--- config.mk ---
export PLATFORM = sky130hd
export DESIGN_NAME = first_fit_heap_allocator
export DESIGN_NICKNAME = d
export VERILOG_FILES = /design/src/design/ffha_pkg.sv /design/src/design/first_fit_heap_allocator.sv /design/src/design/ffha_ram.sv /design/src/design/ffha_ctrl.sv /design/src/design/ffha_dp.sv
export SDC_FILE = /design/constraint.sdc
export NUM_CORES = 2
export LEC_CHECK = 0
export BUFFER_PORTS_ARGS = -buffer_cell sky130_fd_sc_hd__buf_2
export CELL_PAD_IN_SITES_DETAIL_PLACEMENT = 1
export CELL_PAD_IN_SITES_GLOBAL_PLACEMENT = 1
export CORE_MARGIN = 5
export CORE_UTILIZATION = 50
export DETAILED_ROUTE_END_ITERATION = 8
export GPL_ROUTABILITY_DRIVEN = 0
export PLACE_DENSITY_LB_ADDON = 0.25
export SLEW_MARGIN = 20
export SYNTH_ARGS = -nofsm -noshare
export SYNTH_HDL_FRONTEND = slang
export SYNTH_SLANG_ARGS = --single-unit
--- constraint.sdc ---
create_clock -name clk_i -period 16.9 [get_ports clk_i]
set_input_delay 1.69 -clock clk_i [delete_from_list [all_inputs] [get_ports clk_i]]
set_output_delay 1.69 -clock clk_i [all_outputs]
set_load 0.01 [all_outputs]
--- src/design/ffha_pkg.sv ---
// Shared types, widths and codes for the first-fit heap allocator.
package ffha_pkg;

  localparam int HEAP_UNITS_DEF   = 1024;
  localparam int MAX_SEGMENTS_DEF = 64;
  localparam int SIZE_W           = 11;
  localparam int ADDR_W           = 10;
  localparam int STATUS_W         = 3;

  typedef enum logic [STATUS_W-1:0] {
    ST_OK         = 3'd0,
    ST_NO_SPACE   = 3'd1,
    ST_NO_BLOCK   = 3'd2,
    ST_TABLE_FULL = 3'd3,
    ST_ZERO_SIZE  = 3'd4
  } status_e;

  typedef enum logic [3:0] {
    MOP_NONE,
    MOP_INIT,
    MOP_RD_IDX,
    MOP_RD_NEXT,
    MOP_RD_UP,
    MOP_RD_DN,
    MOP_WR_EXACT,
    MOP_WR_COPY,
    MOP_WR_SPLIT_HI,
    MOP_WR_SPLIT_LO,
    MOP_WR_MERGE
  } mem_op_e;

  typedef enum logic [2:0] {
    IDX_HOLD,
    IDX_CLR,
    IDX_INC,
    IDX_DEC,
    IDX_CNT,
    IDX_T1
  } idx_op_e;

  typedef enum logic [3:0] {
    S_INIT,
    S_IDLE,
    S_RD,
    S_CHK,
    S_UP_RD,
    S_UP_WR,
    S_SPLIT_HI,
    S_SPLIT_LO,
    S_NXT_RD,
    S_NXT_CHK,
    S_MRG,
    S_DN_RD,
    S_DN_WR,
    S_FIN,
    S_DONE
  } ctrl_state_e;

  typedef struct packed {
    mem_op_e mem_op;
    idx_op_e idx_op;
    logic    latch_req;
    logic    take_hit;
    logic    take_prev;
    logic    take_next;
    logic    set_merge;
    logic    cnt_inc;
    logic    cnt_sub;
    logic    res_ok;
    logic    res_err;
    status_e err_code;
  } cmd_t;

  typedef struct packed {
    logic zero_size;
    logic is_free;
    logic hit;
    logic last;
    logic exact;
    logic full;
    logic has_next;
    logic up_done;
    logic dn_done;
  } sts_t;

endpackage

--- src/design/first_fit_heap_allocator.sv ---
// Top level of the first-fit heap allocator with coalescing.
// A request is taken when start_i is high and busy_o is low; its result is shown for one
// cycle with done_o high and cannot be held off. After reset the block writes the initial
// segment in S_INIT before it drops busy_o. The segment table is a single RAM, so each
// visited segment is searched with a read state (S_RD) and a check state (S_CHK); an
// allocate that splits then shifts entries up one at a time with a read and a write
// (S_UP_RD, S_UP_WR), and a free that merges shifts entries down the same way (S_DN_RD,
// S_DN_WR). Each result is followed by a return to S_IDLE before the next request.
module first_fit_heap_allocator
  import ffha_pkg::*;
#(
  parameter int HEAP_UNITS   = HEAP_UNITS_DEF,
  parameter int MAX_SEGMENTS = MAX_SEGMENTS_DEF
) (
  input  logic                clk_i,
  input  logic                rst_ni,
  input  logic                start_i,
  output logic                busy_o,
  input  logic                func_i,
  input  logic [SIZE_W-1:0]   req_size_i,
  input  logic [ADDR_W-1:0]   req_start_i,
  output logic                done_o,
  output logic [STATUS_W-1:0] status_o,
  output logic [ADDR_W-1:0]   block_start_o,
  output logic [ADDR_W-1:0]   block_end_o
);

  cmd_t cmd;
  sts_t sts;

  ffha_ctrl u_ctrl (
    .clk_i  (clk_i),
    .rst_ni (rst_ni),
    .start_i(start_i),
    .sts_i  (sts),
    .cmd_o  (cmd),
    .busy_o (busy_o),
    .done_o (done_o)
  );

  ffha_dp #(
    .HEAP_UNITS  (HEAP_UNITS),
    .MAX_SEGMENTS(MAX_SEGMENTS)
  ) u_dp (
    .clk_i        (clk_i),
    .rst_ni       (rst_ni),
    .cmd_i        (cmd),
    .sts_o        (sts),
    .func_i       (func_i),
    .req_size_i   (req_size_i),
    .req_start_i  (req_start_i),
    .status_o     (status_o),
    .block_start_o(block_start_o),
    .block_end_o  (block_end_o)
  );

endmodule

--- src/design/ffha_ram.sv ---
// Generic single-write, single-read RAM with registered read data.
module ffha_ram #(
  parameter int WIDTH = 8,
  parameter int DEPTH = 16
) (
  input  logic                     clk_i,
  input  logic                     we_i,
  input  logic [$clog2(DEPTH)-1:0] waddr_i,
  input  logic [WIDTH-1:0]         wdata_i,
  input  logic [$clog2(DEPTH)-1:0] raddr_i,
  output logic [WIDTH-1:0]         rdata_o
);

  logic [WIDTH-1:0] mem_q [DEPTH];
  logic [WIDTH-1:0] rdata_q;

  always_ff @(posedge clk_i) begin
    if (we_i) begin
      mem_q[waddr_i] <= wdata_i;
    end
    rdata_q <= mem_q[raddr_i];
  end

  assign rdata_o = rdata_q;

endmodule

--- src/design/ffha_ctrl.sv ---
// Controller state machine that sequences search, split, merge and table shifts.
module ffha_ctrl
  import ffha_pkg::*;
(
  input  logic clk_i,
  input  logic rst_ni,
  input  logic start_i,
  input  sts_t sts_i,
  output cmd_t cmd_o,
  output logic busy_o,
  output logic done_o
);

  ctrl_state_e state_q, state_d;

  always_ff @(posedge clk_i or negedge rst_ni) begin
    if (!rst_ni) begin
      state_q <= S_INIT;
    end else begin
      state_q <= state_d;
    end
  end

  always_comb begin
    state_d = state_q;
    case (state_q)
      S_INIT: state_d = S_IDLE;
      S_IDLE: begin
        if (start_i) state_d = S_RD;
      end
      S_RD: state_d = sts_i.zero_size ? S_DONE : S_CHK;
      S_CHK: begin
        if (sts_i.hit) begin
          if (sts_i.is_free) state_d = S_NXT_RD;
          else if (sts_i.exact) state_d = S_FIN;
          else if (sts_i.full) state_d = S_DONE;
          else state_d = S_UP_RD;
        end else begin
          state_d = sts_i.last ? S_DONE : S_RD;
        end
      end
      S_UP_RD: state_d = sts_i.up_done ? S_SPLIT_HI : S_UP_WR;
      S_UP_WR: state_d = S_UP_RD;
      S_SPLIT_HI: state_d = S_SPLIT_LO;
      S_SPLIT_LO: state_d = S_FIN;
      S_NXT_RD: state_d = sts_i.has_next ? S_NXT_CHK : S_MRG;
      S_NXT_CHK: state_d = S_MRG;
      S_MRG: state_d = S_DN_RD;
      S_DN_RD: state_d = sts_i.dn_done ? S_FIN : S_DN_WR;
      S_DN_WR: state_d = S_DN_RD;
      S_FIN: state_d = S_DONE;
      S_DONE: state_d = S_IDLE;
      default: state_d = S_IDLE;
    endcase
  end

  always_comb begin
    cmd_o = '0;
    cmd_o.mem_op = MOP_NONE;
    cmd_o.idx_op = IDX_HOLD;
    cmd_o.err_code = ST_OK;
    case (state_q)
      S_INIT: cmd_o.mem_op = MOP_INIT;
      S_IDLE: begin
        if (start_i) begin
          cmd_o.latch_req = 1'b1;
          cmd_o.idx_op = IDX_CLR;
        end
      end
      S_RD: begin
        if (sts_i.zero_size) begin
          cmd_o.res_err = 1'b1;
          cmd_o.err_code = ST_ZERO_SIZE;
        end else begin
          cmd_o.mem_op = MOP_RD_IDX;
        end
      end
      S_CHK: begin
        if (sts_i.hit) begin
          cmd_o.take_hit = 1'b1;
          if (!sts_i.is_free) begin
            if (sts_i.exact) begin
              cmd_o.mem_op = MOP_WR_EXACT;
            end else if (sts_i.full) begin
              cmd_o.res_err = 1'b1;
              cmd_o.err_code = ST_TABLE_FULL;
            end else begin
              cmd_o.idx_op = IDX_CNT;
            end
          end
        end else begin
          cmd_o.take_prev = 1'b1;
          cmd_o.idx_op = IDX_INC;
          if (sts_i.last) begin
            cmd_o.res_err = 1'b1;
            cmd_o.err_code = sts_i.is_free ? ST_NO_BLOCK : ST_NO_SPACE;
          end
        end
      end
      S_UP_RD: begin
        if (!sts_i.up_done) cmd_o.mem_op = MOP_RD_UP;
      end
      S_UP_WR: begin
        cmd_o.mem_op = MOP_WR_COPY;
        cmd_o.idx_op = IDX_DEC;
      end
      S_SPLIT_HI: cmd_o.mem_op = MOP_WR_SPLIT_HI;
      S_SPLIT_LO: begin
        cmd_o.mem_op = MOP_WR_SPLIT_LO;
        cmd_o.cnt_inc = 1'b1;
      end
      S_NXT_RD: begin
        if (sts_i.has_next) cmd_o.mem_op = MOP_RD_NEXT;
      end
      S_NXT_CHK: cmd_o.take_next = 1'b1;
      S_MRG: begin
        cmd_o.mem_op = MOP_WR_MERGE;
        cmd_o.set_merge = 1'b1;
        cmd_o.idx_op = IDX_T1;
      end
      S_DN_RD: begin
        if (sts_i.dn_done) cmd_o.cnt_sub = 1'b1;
        else cmd_o.mem_op = MOP_RD_DN;
      end
      S_DN_WR: begin
        cmd_o.mem_op = MOP_WR_COPY;
        cmd_o.idx_op = IDX_INC;
      end
      S_FIN: cmd_o.res_ok = 1'b1;
      S_DONE: ;
      default: ;
    endcase
  end

  assign busy_o = (state_q != S_IDLE);
  assign done_o = (state_q == S_DONE);

endmodule

--- src/design/ffha_dp.sv ---
// Datapath with the segment table, working registers and result registers.
module ffha_dp
  import ffha_pkg::*;
#(
  parameter int HEAP_UNITS   = HEAP_UNITS_DEF,
  parameter int MAX_SEGMENTS = MAX_SEGMENTS_DEF
) (
  input  logic                clk_i,
  input  logic                rst_ni,
  input  cmd_t                cmd_i,
  output sts_t                sts_o,
  input  logic                func_i,
  input  logic [SIZE_W-1:0]   req_size_i,
  input  logic [ADDR_W-1:0]   req_start_i,
  output logic [STATUS_W-1:0] status_o,
  output logic [ADDR_W-1:0]   block_start_o,
  output logic [ADDR_W-1:0]   block_end_o
);

  localparam int HW = $clog2(HEAP_UNITS + 1);
  localparam int DW = (HW > SIZE_W) ? HW : SIZE_W;
  localparam int EW = 2 * DW + 1;
  localparam int IW = $clog2(MAX_SEGMENTS);
  localparam int CW = $clog2(MAX_SEGMENTS + 1);

  logic          func_q;
  logic [DW-1:0] rsz_q, rst_q;
  logic [CW-1:0] idx_q, hit_q, cnt_q;
  logic [DW-1:0] cur_start_q, cur_size_q, prev_start_q, prev_size_q, acc_q;
  logic          prev_free_q, next_free_q;
  logic [DW-1:0] rstart_q, rsize_q;
  logic [STATUS_W-1:0] status_q;
  logic [DW-1:0] bstart_q, bend_q;

  logic          we;
  logic [IW-1:0] waddr, raddr;
  logic [EW-1:0] wdata, rdata;
  logic [DW-1:0] rd_start, rd_size;
  logic          rd_alloc;
  logic [CW-1:0] t_idx, hit_p1;
  logic [1:0]    rm_cnt;
  logic [DW-1:0] m_start, m_size;

  assign rd_start = rdata[DW-1:0];
  assign rd_size  = rdata[2*DW-1:DW];
  assign rd_alloc = rdata[2*DW];

  assign hit_p1 = hit_q + CW'(1);
  assign t_idx  = prev_free_q ? (hit_q - CW'(1)) : hit_q;
  assign rm_cnt = {1'b0, prev_free_q} + {1'b0, next_free_q};
  assign m_start = prev_free_q ? prev_start_q : cur_start_q;
  assign m_size  = acc_q + (prev_free_q ? prev_size_q : DW'(0));

  always_comb begin
    we    = 1'b0;
    waddr = idx_q[IW-1:0];
    wdata = rdata;
    raddr = idx_q[IW-1:0];
    case (cmd_i.mem_op)
      MOP_INIT: begin
        we    = 1'b1;
        waddr = '0;
        wdata = {1'b0, DW'(HEAP_UNITS), DW'(0)};
      end
      MOP_RD_IDX:  raddr = idx_q[IW-1:0];
      MOP_RD_NEXT: raddr = hit_p1[IW-1:0];
      MOP_RD_UP: begin
        raddr = IW'(idx_q - CW'(1));
      end
      MOP_RD_DN: begin
        raddr = IW'(idx_q + CW'(rm_cnt));
      end
      MOP_WR_EXACT: begin
        we    = 1'b1;
        wdata = {1'b1, rd_size, rd_start};
      end
      MOP_WR_COPY: we = 1'b1;
      MOP_WR_SPLIT_HI: begin
        we    = 1'b1;
        waddr = hit_p1[IW-1:0];
        wdata = {1'b0, cur_size_q - rsz_q, cur_start_q + rsz_q};
      end
      MOP_WR_SPLIT_LO: begin
        we    = 1'b1;
        waddr = hit_q[IW-1:0];
        wdata = {1'b1, rsz_q, cur_start_q};
      end
      MOP_WR_MERGE: begin
        we    = 1'b1;
        waddr = t_idx[IW-1:0];
        wdata = {1'b0, m_size, m_start};
      end
      default: ;
    endcase
  end

  ffha_ram #(
    .WIDTH(EW),
    .DEPTH(MAX_SEGMENTS)
  ) u_table (
    .clk_i  (clk_i),
    .we_i   (we),
    .waddr_i(waddr),
    .wdata_i(wdata),
    .raddr_i(raddr),
    .rdata_o(rdata)
  );

  always_ff @(posedge clk_i or negedge rst_ni) begin
    if (!rst_ni) begin
      cnt_q <= CW'(1);
      idx_q <= '0;
    end else begin
      case (cmd_i.idx_op)
        IDX_CLR: idx_q <= '0;
        IDX_INC: idx_q <= idx_q + CW'(1);
        IDX_DEC: idx_q <= idx_q - CW'(1);
        IDX_CNT: idx_q <= cnt_q;
        IDX_T1:  idx_q <= t_idx + CW'(1);
        default: ;
      endcase
      if (cmd_i.cnt_inc) cnt_q <= cnt_q + CW'(1);
      else if (cmd_i.cnt_sub) cnt_q <= cnt_q - CW'(rm_cnt);
    end
  end

  always_ff @(posedge clk_i) begin
    if (cmd_i.latch_req) begin
      func_q      <= func_i;
      rsz_q       <= DW'(req_size_i);
      rst_q       <= DW'(req_start_i);
      prev_free_q <= 1'b0;
    end
    if (cmd_i.take_prev) begin
      prev_start_q <= rd_start;
      prev_size_q  <= rd_size;
      prev_free_q  <= !rd_alloc;
    end
    if (cmd_i.take_hit) begin
      hit_q       <= idx_q;
      cur_start_q <= rd_start;
      cur_size_q  <= rd_size;
      acc_q       <= rd_size;
      next_free_q <= 1'b0;
      rstart_q    <= rd_start;
      rsize_q     <= rsz_q;
    end
    if (cmd_i.take_next && !rd_alloc) begin
      acc_q       <= acc_q + rd_size;
      next_free_q <= 1'b1;
    end
    if (cmd_i.set_merge) begin
      rstart_q <= m_start;
      rsize_q  <= m_size;
    end
    if (cmd_i.res_ok) begin
      status_q <= ST_OK;
      bstart_q <= rstart_q;
      bend_q   <= rstart_q + rsize_q - DW'(1);
    end else if (cmd_i.res_err) begin
      status_q <= cmd_i.err_code;
      bstart_q <= '0;
      bend_q   <= '0;
    end
  end

  always_comb begin
    sts_o.zero_size = (rsz_q == '0);
    sts_o.is_free   = func_q;
    sts_o.hit       = func_q ? (rd_alloc && rd_start == rst_q && rd_size == rsz_q)
                             : (!rd_alloc && rd_size >= rsz_q);
    sts_o.last      = ((idx_q + CW'(1)) == cnt_q);
    sts_o.exact     = (rd_size == rsz_q);
    sts_o.full      = (cnt_q == CW'(MAX_SEGMENTS));
    sts_o.has_next  = (hit_p1 < cnt_q);
    sts_o.up_done   = (idx_q == hit_p1);
    sts_o.dn_done   = (rm_cnt == 2'd0) ||
                      (({1'b0, idx_q} + (CW + 1)'(rm_cnt)) >= {1'b0, cnt_q});
  end

  assign status_o      = status_q;
  assign block_start_o = bstart_q[ADDR_W-1:0];
  assign block_end_o   = bend_q[ADDR_W-1:0];

endmodule

Word level (Yosys, flattened, before mapping):

Memories as Yosys holds them, arrays and structs flattened. A register that Yosys moved wholly into a read port is not among the register bits.
Index checks and enable logic that the tools add are counted.

* add/subtract/negate cells: 16
* $lt $le $gt $ge: 3
* eq/ne operators: 35
* mux-type cells: 66
* reduce and logical (&&, ||, !) cells: 18

Operators with widths (count)
* one-hot mux 23 bit (5 select lines): 1
* 2-to-1 mux 10 bit: 7
* 2-to-1 mux 4 bit: 14
* one-hot mux 4 bit (12 select lines): 1
* 2-to-1 mux 11 bit: 4
* == test 4 bit, second input constant: 10
* one-hot mux 4 bit (10 select lines): 1
* one-hot mux 7 bit (5 select lines): 1
* adder 11 bit: 3
* == test 4 x 3 -> 1 bit, second input constant: 8
* adder 7 x 1 -> 7 bit, second input constant: 4
* 2-to-1 mux 7 bit: 4
* one-hot mux 6 bit (4 select lines): 1
* 2-to-1 mux 3 bit: 6
* one-hot mux 6 bit (3 select lines): 1
* 2-to-1 mux 1 bit: 16
* one-hot mux 3 bit (5 select lines): 1
* == test 7 bit: 2
* 2-to-1 mux 2 bit: 7
* subtractor 7 x 1 -> 7 bit, second input constant: 2
* == test 4 x 2 -> 1 bit, second input constant: 3
* == test 11 x 10 -> 1 bit: 1
* == test 11 bit: 1
* greater-or-equal comparator 11 bit: 1
* 27 further kinds: 38

* flip-flop bits (word level): 147
* memory bits (writable): 1472
* input port bits: 25
* output and inout port bits: 25
* memories kept: 1

Memories
* u_dp.u_table.mem_q: depth 64, width 23, read ports 1, clocked after memory_dff 1, wr ports 1, line ffha_ram.sv:14 `logic [WIDTH-1:0] mem_q [DEPTH];`

Logic depth before layout (Yosys ltp):

* depth after elaboration: 11
* gate-level depth with buffers: 23
* mapped depth without buffers: 18

By module:

A second synthesis with hierarchy kept.

* cell total of the unflattened synthesis: 3667
* area total of the unflattened synthesis: 68052.8 µm²

Modules (own cells, without submodules)
* ffha_ram: times used 1, cells an instance 2446, area each 56720.6 µm²
* ffha_dp: times used 1, cells an instance 1123, area each 10695.3 µm²
* ffha_ctrl: times used 1, cells an instance 98, area each 636.9 µm²

Least setup slack after synthesis:

Ideal clock, no wire load.

* path type: register to register
* start point: reg u_dp.rsz_q[0]
* end point: mem u_dp.u_table.mem_q[0][10] (netlist name), data pin
* arrival time: 4767 ps
* required time: 16198 ps
* slack: 11431 ps
* cell stages (with the launch flop): 14
* path buffers: 0
* period minus slack after synthesis: 5469 ps
* path through: edfxtp_1 ha_1 fa_1 a21oi_1 nor2_1 nor2_1 o21bai_1 a21oi_1 o21bai_1 a21oi_1 o21bai_1 a21oi_1 xnor2_1 o21ai_0

* word-level cells in the longest chain between the ends: 7
* elaborated cells on any way between the ends: 18

Ends and longest elaborated chain
* start: declaration: line ffha_dp.sv:27 `logic [DW-1:0] rsz_q, rst_q;`
* start signal: assignment: line ffha_dp.sv:130 `rsz_q <= DW'(req_size_i);`
* greater-or-equal comparator 11 bit or == test 11 bit (tied branches): line ffha_dp.sv:171, ffha_dp.sv:170, ffha_dp.sv:173
* logical AND 1 bit (tied with other cells): line ffha_dp.sv:171 `: (!rd_alloc && rd_size >= rsz_q);`
* 2-to-1 mux 1 bit or 2-to-1 mux 7 bit (tied branches): line ffha_dp.sv:170, ffha_ctrl.sv:81
* 2-to-1 mux 4 bit: line ffha_ctrl.sv:79 `if (sts_i.hit) begin`
* one-hot mux 4 bit (10 select lines): line ffha_ctrl.sv:62 `case (state_q)`
* == test 4 bit (tied with other cells): line ffha_dp.sv:59 `case (cmd_i.mem_op)`
* one-hot mux 23 bit (5 select lines) *: line ffha_dp.sv:59
* named net u_dp.u_table.wdata_i[10]: line ffha_ram.sv:9 `input logic [WIDTH-1:0] wdata_i,`
* end: declaration: line ffha_ram.sv:14

Mark *: on every way through the listed nets, which the timed path passes. The rest lies on a longest branch.

Worst setup path after layout:

* start point: reg u_dp.prev_free_q
* end point: reg u_dp.u_table.rdata_q[2], in the netlist u_dp.u_table.rdata_o[2] (read register of u_dp.u_table.mem_q)

* word-level cells in the longest chain between the ends: 8
* elaborated cells on any way between the ends: 12

Ends and longest elaborated chain
* start: declaration: line ffha_dp.sv:30 `logic prev_free_q, next_free_q;`
* start signal: assignment: line ffha_dp.sv:137 `prev_free_q <= !rd_alloc;`
* adder 1 x 1 -> 2 bit *: line ffha_dp.sv:50 `assign rm_cnt = {1'b0, prev_free_q} + {1'b0, next_free_q};`
* adder 7 x 2 -> 8 bit: line ffha_dp.sv:178 `(({1'b0, idx_q} + (CW + 1)'(rm_cnt)) >= {1'b0, cnt_q});`
* greater-or-equal comparator 8 x 7 -> 1 bit: line ffha_dp.sv:178
* logical OR 1 bit: line ffha_dp.sv:177 `sts_o.dn_done = (rm_cnt == 2'd0) ||`
* 2-to-1 mux 3 bit: line ffha_ctrl.sv:122 `if (sts_i.dn_done) cmd_o.cnt_sub = 1'b1;`
* one-hot mux 4 bit (10 select lines): line ffha_ctrl.sv:62
* == test 4 x 3 -> 1 bit or == test 4 x 2 -> 1 bit (tied branches): line ffha_dp.sv:59
* one-hot mux 6 bit (3 select lines) *: line ffha_dp.sv:59
* end: declaration: line ffha_ram.sv:15 `logic [WIDTH-1:0] rdata_q;`

Mark *: on every way between the ends. The rest lies on a longest branch, timed or not.
A chain may end at the register's enable or synchronous reset.

==> results.cfg <==
[hold_path]
hp-start = u_dp.status_o[1]
min_path_type = register to register

[floorplanning]
ios = 50
placementRows = 135
start_util_pct = 50.23
dieArea_um2 = 143400
coreArea_um2 = 135300
dieHeight_um = 378.7
fp.dieW_um = 378.7

[cts]
cts_tree = built
hold_buffers = 0
numCtsBuffers = 170
cts-root-buf = clkbuf_16
clk_latency_ps = 820
postCtsSetupBuffers = 0
cts-resized-gates = 0
cts_max_path_buffers = 3
numClockSinks = 1642
path_clk_slew_ps = 60
htree_levels = 4

[worst_setup_path]
path_buf_inv = 6
crit_chain = buf_4 > inv_1 > ha_1 > ha_1 > fa_1 > nand3_1 > xor2_1 > inv_1 > ha_1 > nand3_1 > a211o_1 > nand4_1 > o22ai_1 > a21oi_2 > o21a_4 > buf_12 > buf_4 > buf_4 > mux2i_1 > a221oi_1 > o41ai_1 > nand4_1
cpPeakStageDelay_ps = 1020
worst_setup_path_start_kind = register
crit_required_ps = 17530
cp.arrival_ps = 8880
r2r-start = u_dp.prev_free_q
crit_start = u_dp.prev_free_q
end_kind = register
worstSetupPathType = register to register
crit_family = buffers and inverters
worstPathMaxFanout = 120
critPathSlowestCell = o41ai_1

[job]
drv_cap = 0

[global_route]
grt_pass1_vias = 43320
grt_max_degree = 221
grt_pass1_wl_um = 299000
track_usage_pct = 28.47
overflow = 0
grt_antenna_before_repair = 8

[route]
drt_iter0_drc = 4718
drt_wl_total_um = 205700
routedWlPerCell_um = 31.69
drc = 0
ant_nets = 0
viasPerCell = 6.498
drtPass1Iterations = 5
num_vias = 42180

[yosys]
synth_nets = 4657
synth_flop_cell = edfxtp_1
yosysTopAreaCell = edfxtp_1
synth_edf_count = 1597
yosysWarnings = 0
netlist_area_um2 = 67950
synth_area_leaders = edfxtp_1, mux2i_1, a221oi_1
synth_top_area_share_pct = 70.57
synth_cell_type_count = 69
async_flop_share_pct = 1.096
syn_avg_cell_area_um2 = 15.00
synthCells = 4529
ys_ff_latch = 1642
synth_seq_area_share_pct = 72.03

[timing]
worst_slew_pin_slew_ps = 1245
clock_skew_ps = 27.32
finalHoldViolCount = 0
relSlewSlack_pct = 16.11
finalCriticalPeriod_ps = 8250
fin_crit_sh_pct = 48.82
timing.hold.ws_ps = 468.4
fmax_mhz = 121.2
slew_violations = 0
rsz0062_at_grt = false
setup-tns-final_ps = 0
setup_viol = 0

[cells_and_area]
drive_gt1_share_pct = 12.00
fin_nets = 4693
utilization_pct = 56.61
fillerInstances = 12500
most-common-layout-cells = edfxtp_1, nand2_1, a21oi_1
final_common_cell = edfxtp_1
fin_cells = 6491
area_growth_pct = 12.71

[placed_design]
dp_cells = 6168
dp_hpwl_um = 117200
portBuffers = 49

[status]
status = finished, final reports clean

[pwr]
power_density_nw_per_um2 = 217.7
vdd_ir_drop_max_mv = 0.2189
p_leak_nw = 26.50
power breakdown:
part / internal [W] / total [W] / leakage [nW] / switching [W]
logic: 0.00185 / 0.00691 / 8.83 / 0.00506
clock network: 0.00215 / 0.00375 / 2.72 / 0.00160
registers: 0.00576 / 0.00602 / 15.0 / 0.000260
sequential cells by signal, indices dropped and copies added (netlist names), 3 cells and up:
register              flops
u_ctrl.state_q            4
u_dp.idx_q                7
u_dp.prev_start_q        11
u_dp.rst_q               10
u_dp.bend_q              10
u_dp.acc_q               11
u_dp.bstart_q            10
u_dp.rsize_q             10
u_dp.cur_size_q          11
u_dp.rstart_q            10
u_dp.u_table.mem_q     1472
u_dp.status_o             3
u_dp.cur_start_q         11
u_dp.prev_size_q         11
u_dp.u_table.rdata_o     23
u_dp.hit_q                7
u_dp.rsz_q               11
u_dp.cnt_q                7
synth_stat cells (16+ instances only):
cell type and instances:
and2_1 16, nor2_1 141, xor2_1 32, a222oi_1 20, nand2_1 483, mux2i_1 380
o41ai_1 94, dfrtp_1 17, buf_4 45, clkbuf_1 113, nor3_1 23, nand3_1 29
nor2b_1 17, dfxtp_1 27, buf_2 136, a21o_1 19, ha_1 96, a221oi_1 368
nand4_1 30, edfxtp_1 1597, o21ai_0 80, inv_1 109, o21bai_1 20, a21oi_1 432
xnor2_1 66
worst register-to-register path, stage by stage (launching register included):
cell,delay [ps]
edfxtp_1,320
buf_4,360
inv_1,190
ha_1,360
ha_1,230
fa_1,460
nand3_1,120
xor2_1,240
inv_1,80
ha_1,270
nand3_1,90
a211o_1,260
nand4_1,260
o22ai_1,140
a21oi_2,230
o21a_4,510
buf_12,510
buf_4,970
buf_4,850
mux2i_1,320
a221oi_1,120
o41ai_1,1020
nand4_1,160
cell type report:
class                   count  area, um^2  share of cell area [%]
diodes                      1       2.502                0.003267
clock buffers             238        4806                   6.275
clock inverters            78       765.7                  0.9998
inverters                 109       409.1                  0.5342
multi-input cells        2474       18040                   23.55
flip-flops and latches   1642       48950                   63.91
well taps                1781        2228                   2.910
repair buffers            168        1390                   1.815
cell families (layout without fill, tap and decap cells):
family | after synthesis | count (layout) | synth area share [%]
other cells | 0 | 1 | 0
xor+xnor | 100 | 100 | 1.333
flops | 1642 | 1642 | 72.03
buf+inv | 413 | 593 | 2.836
simple gates | 784 | 784 | 4.874
fa+ha+maj | 103 | 103 | 1.974
compound gates | 1105 | 1105 | 11.32
mux | 382 | 382 | 5.631
metrics by stage:
stage                     area [um^2]  total power, W  worst slack, ps
after floorplan                 67950         0.01029            11430
after global placement          70600         0.01257             8755
after detailed placement        70860         0.01289             8726
after CTS                       76430         0.01664             8693
after global routing            76590         0.01735             8305
final                           76590         0.01668             8650
metal layers:
| metal | wire length, um | global-route usage (%) | vias to the layer above | part of all wire (%) |
|---|---|---|---|---|
| met5 | 13 | 0 | - | 0.0063 |
| met4 | 8420 | 11.27 | 2 | 4.1 |
| met3 | 16650 | 4.976 | 354 | 8.1 |
| met2 | 99180 | 46.35 | 1871 | 48 |
| met1 | 81450 | 38.45 | 22020 | 40 |
| li1 | - | - | 17940 | - |
final timing paths:
check                                          endpoint  slack [ps]  cells after the start
worst max register to register  u_dp.u_table.rdata_o[2]        8650                     22
worst max-delay path            u_dp.u_table.rdata_o[2]        8650                     22
worst min register to register         u_dp.status_o[1]         470                      2
min in group asynchronous                 u_dp.cnt_q[4]         810                      1
worst min-delay path                   u_dp.status_o[1]         470                      2
max in group asynchronous                 u_dp.cnt_q[0]       15750                      1
(Power assumes the default switching activity.)
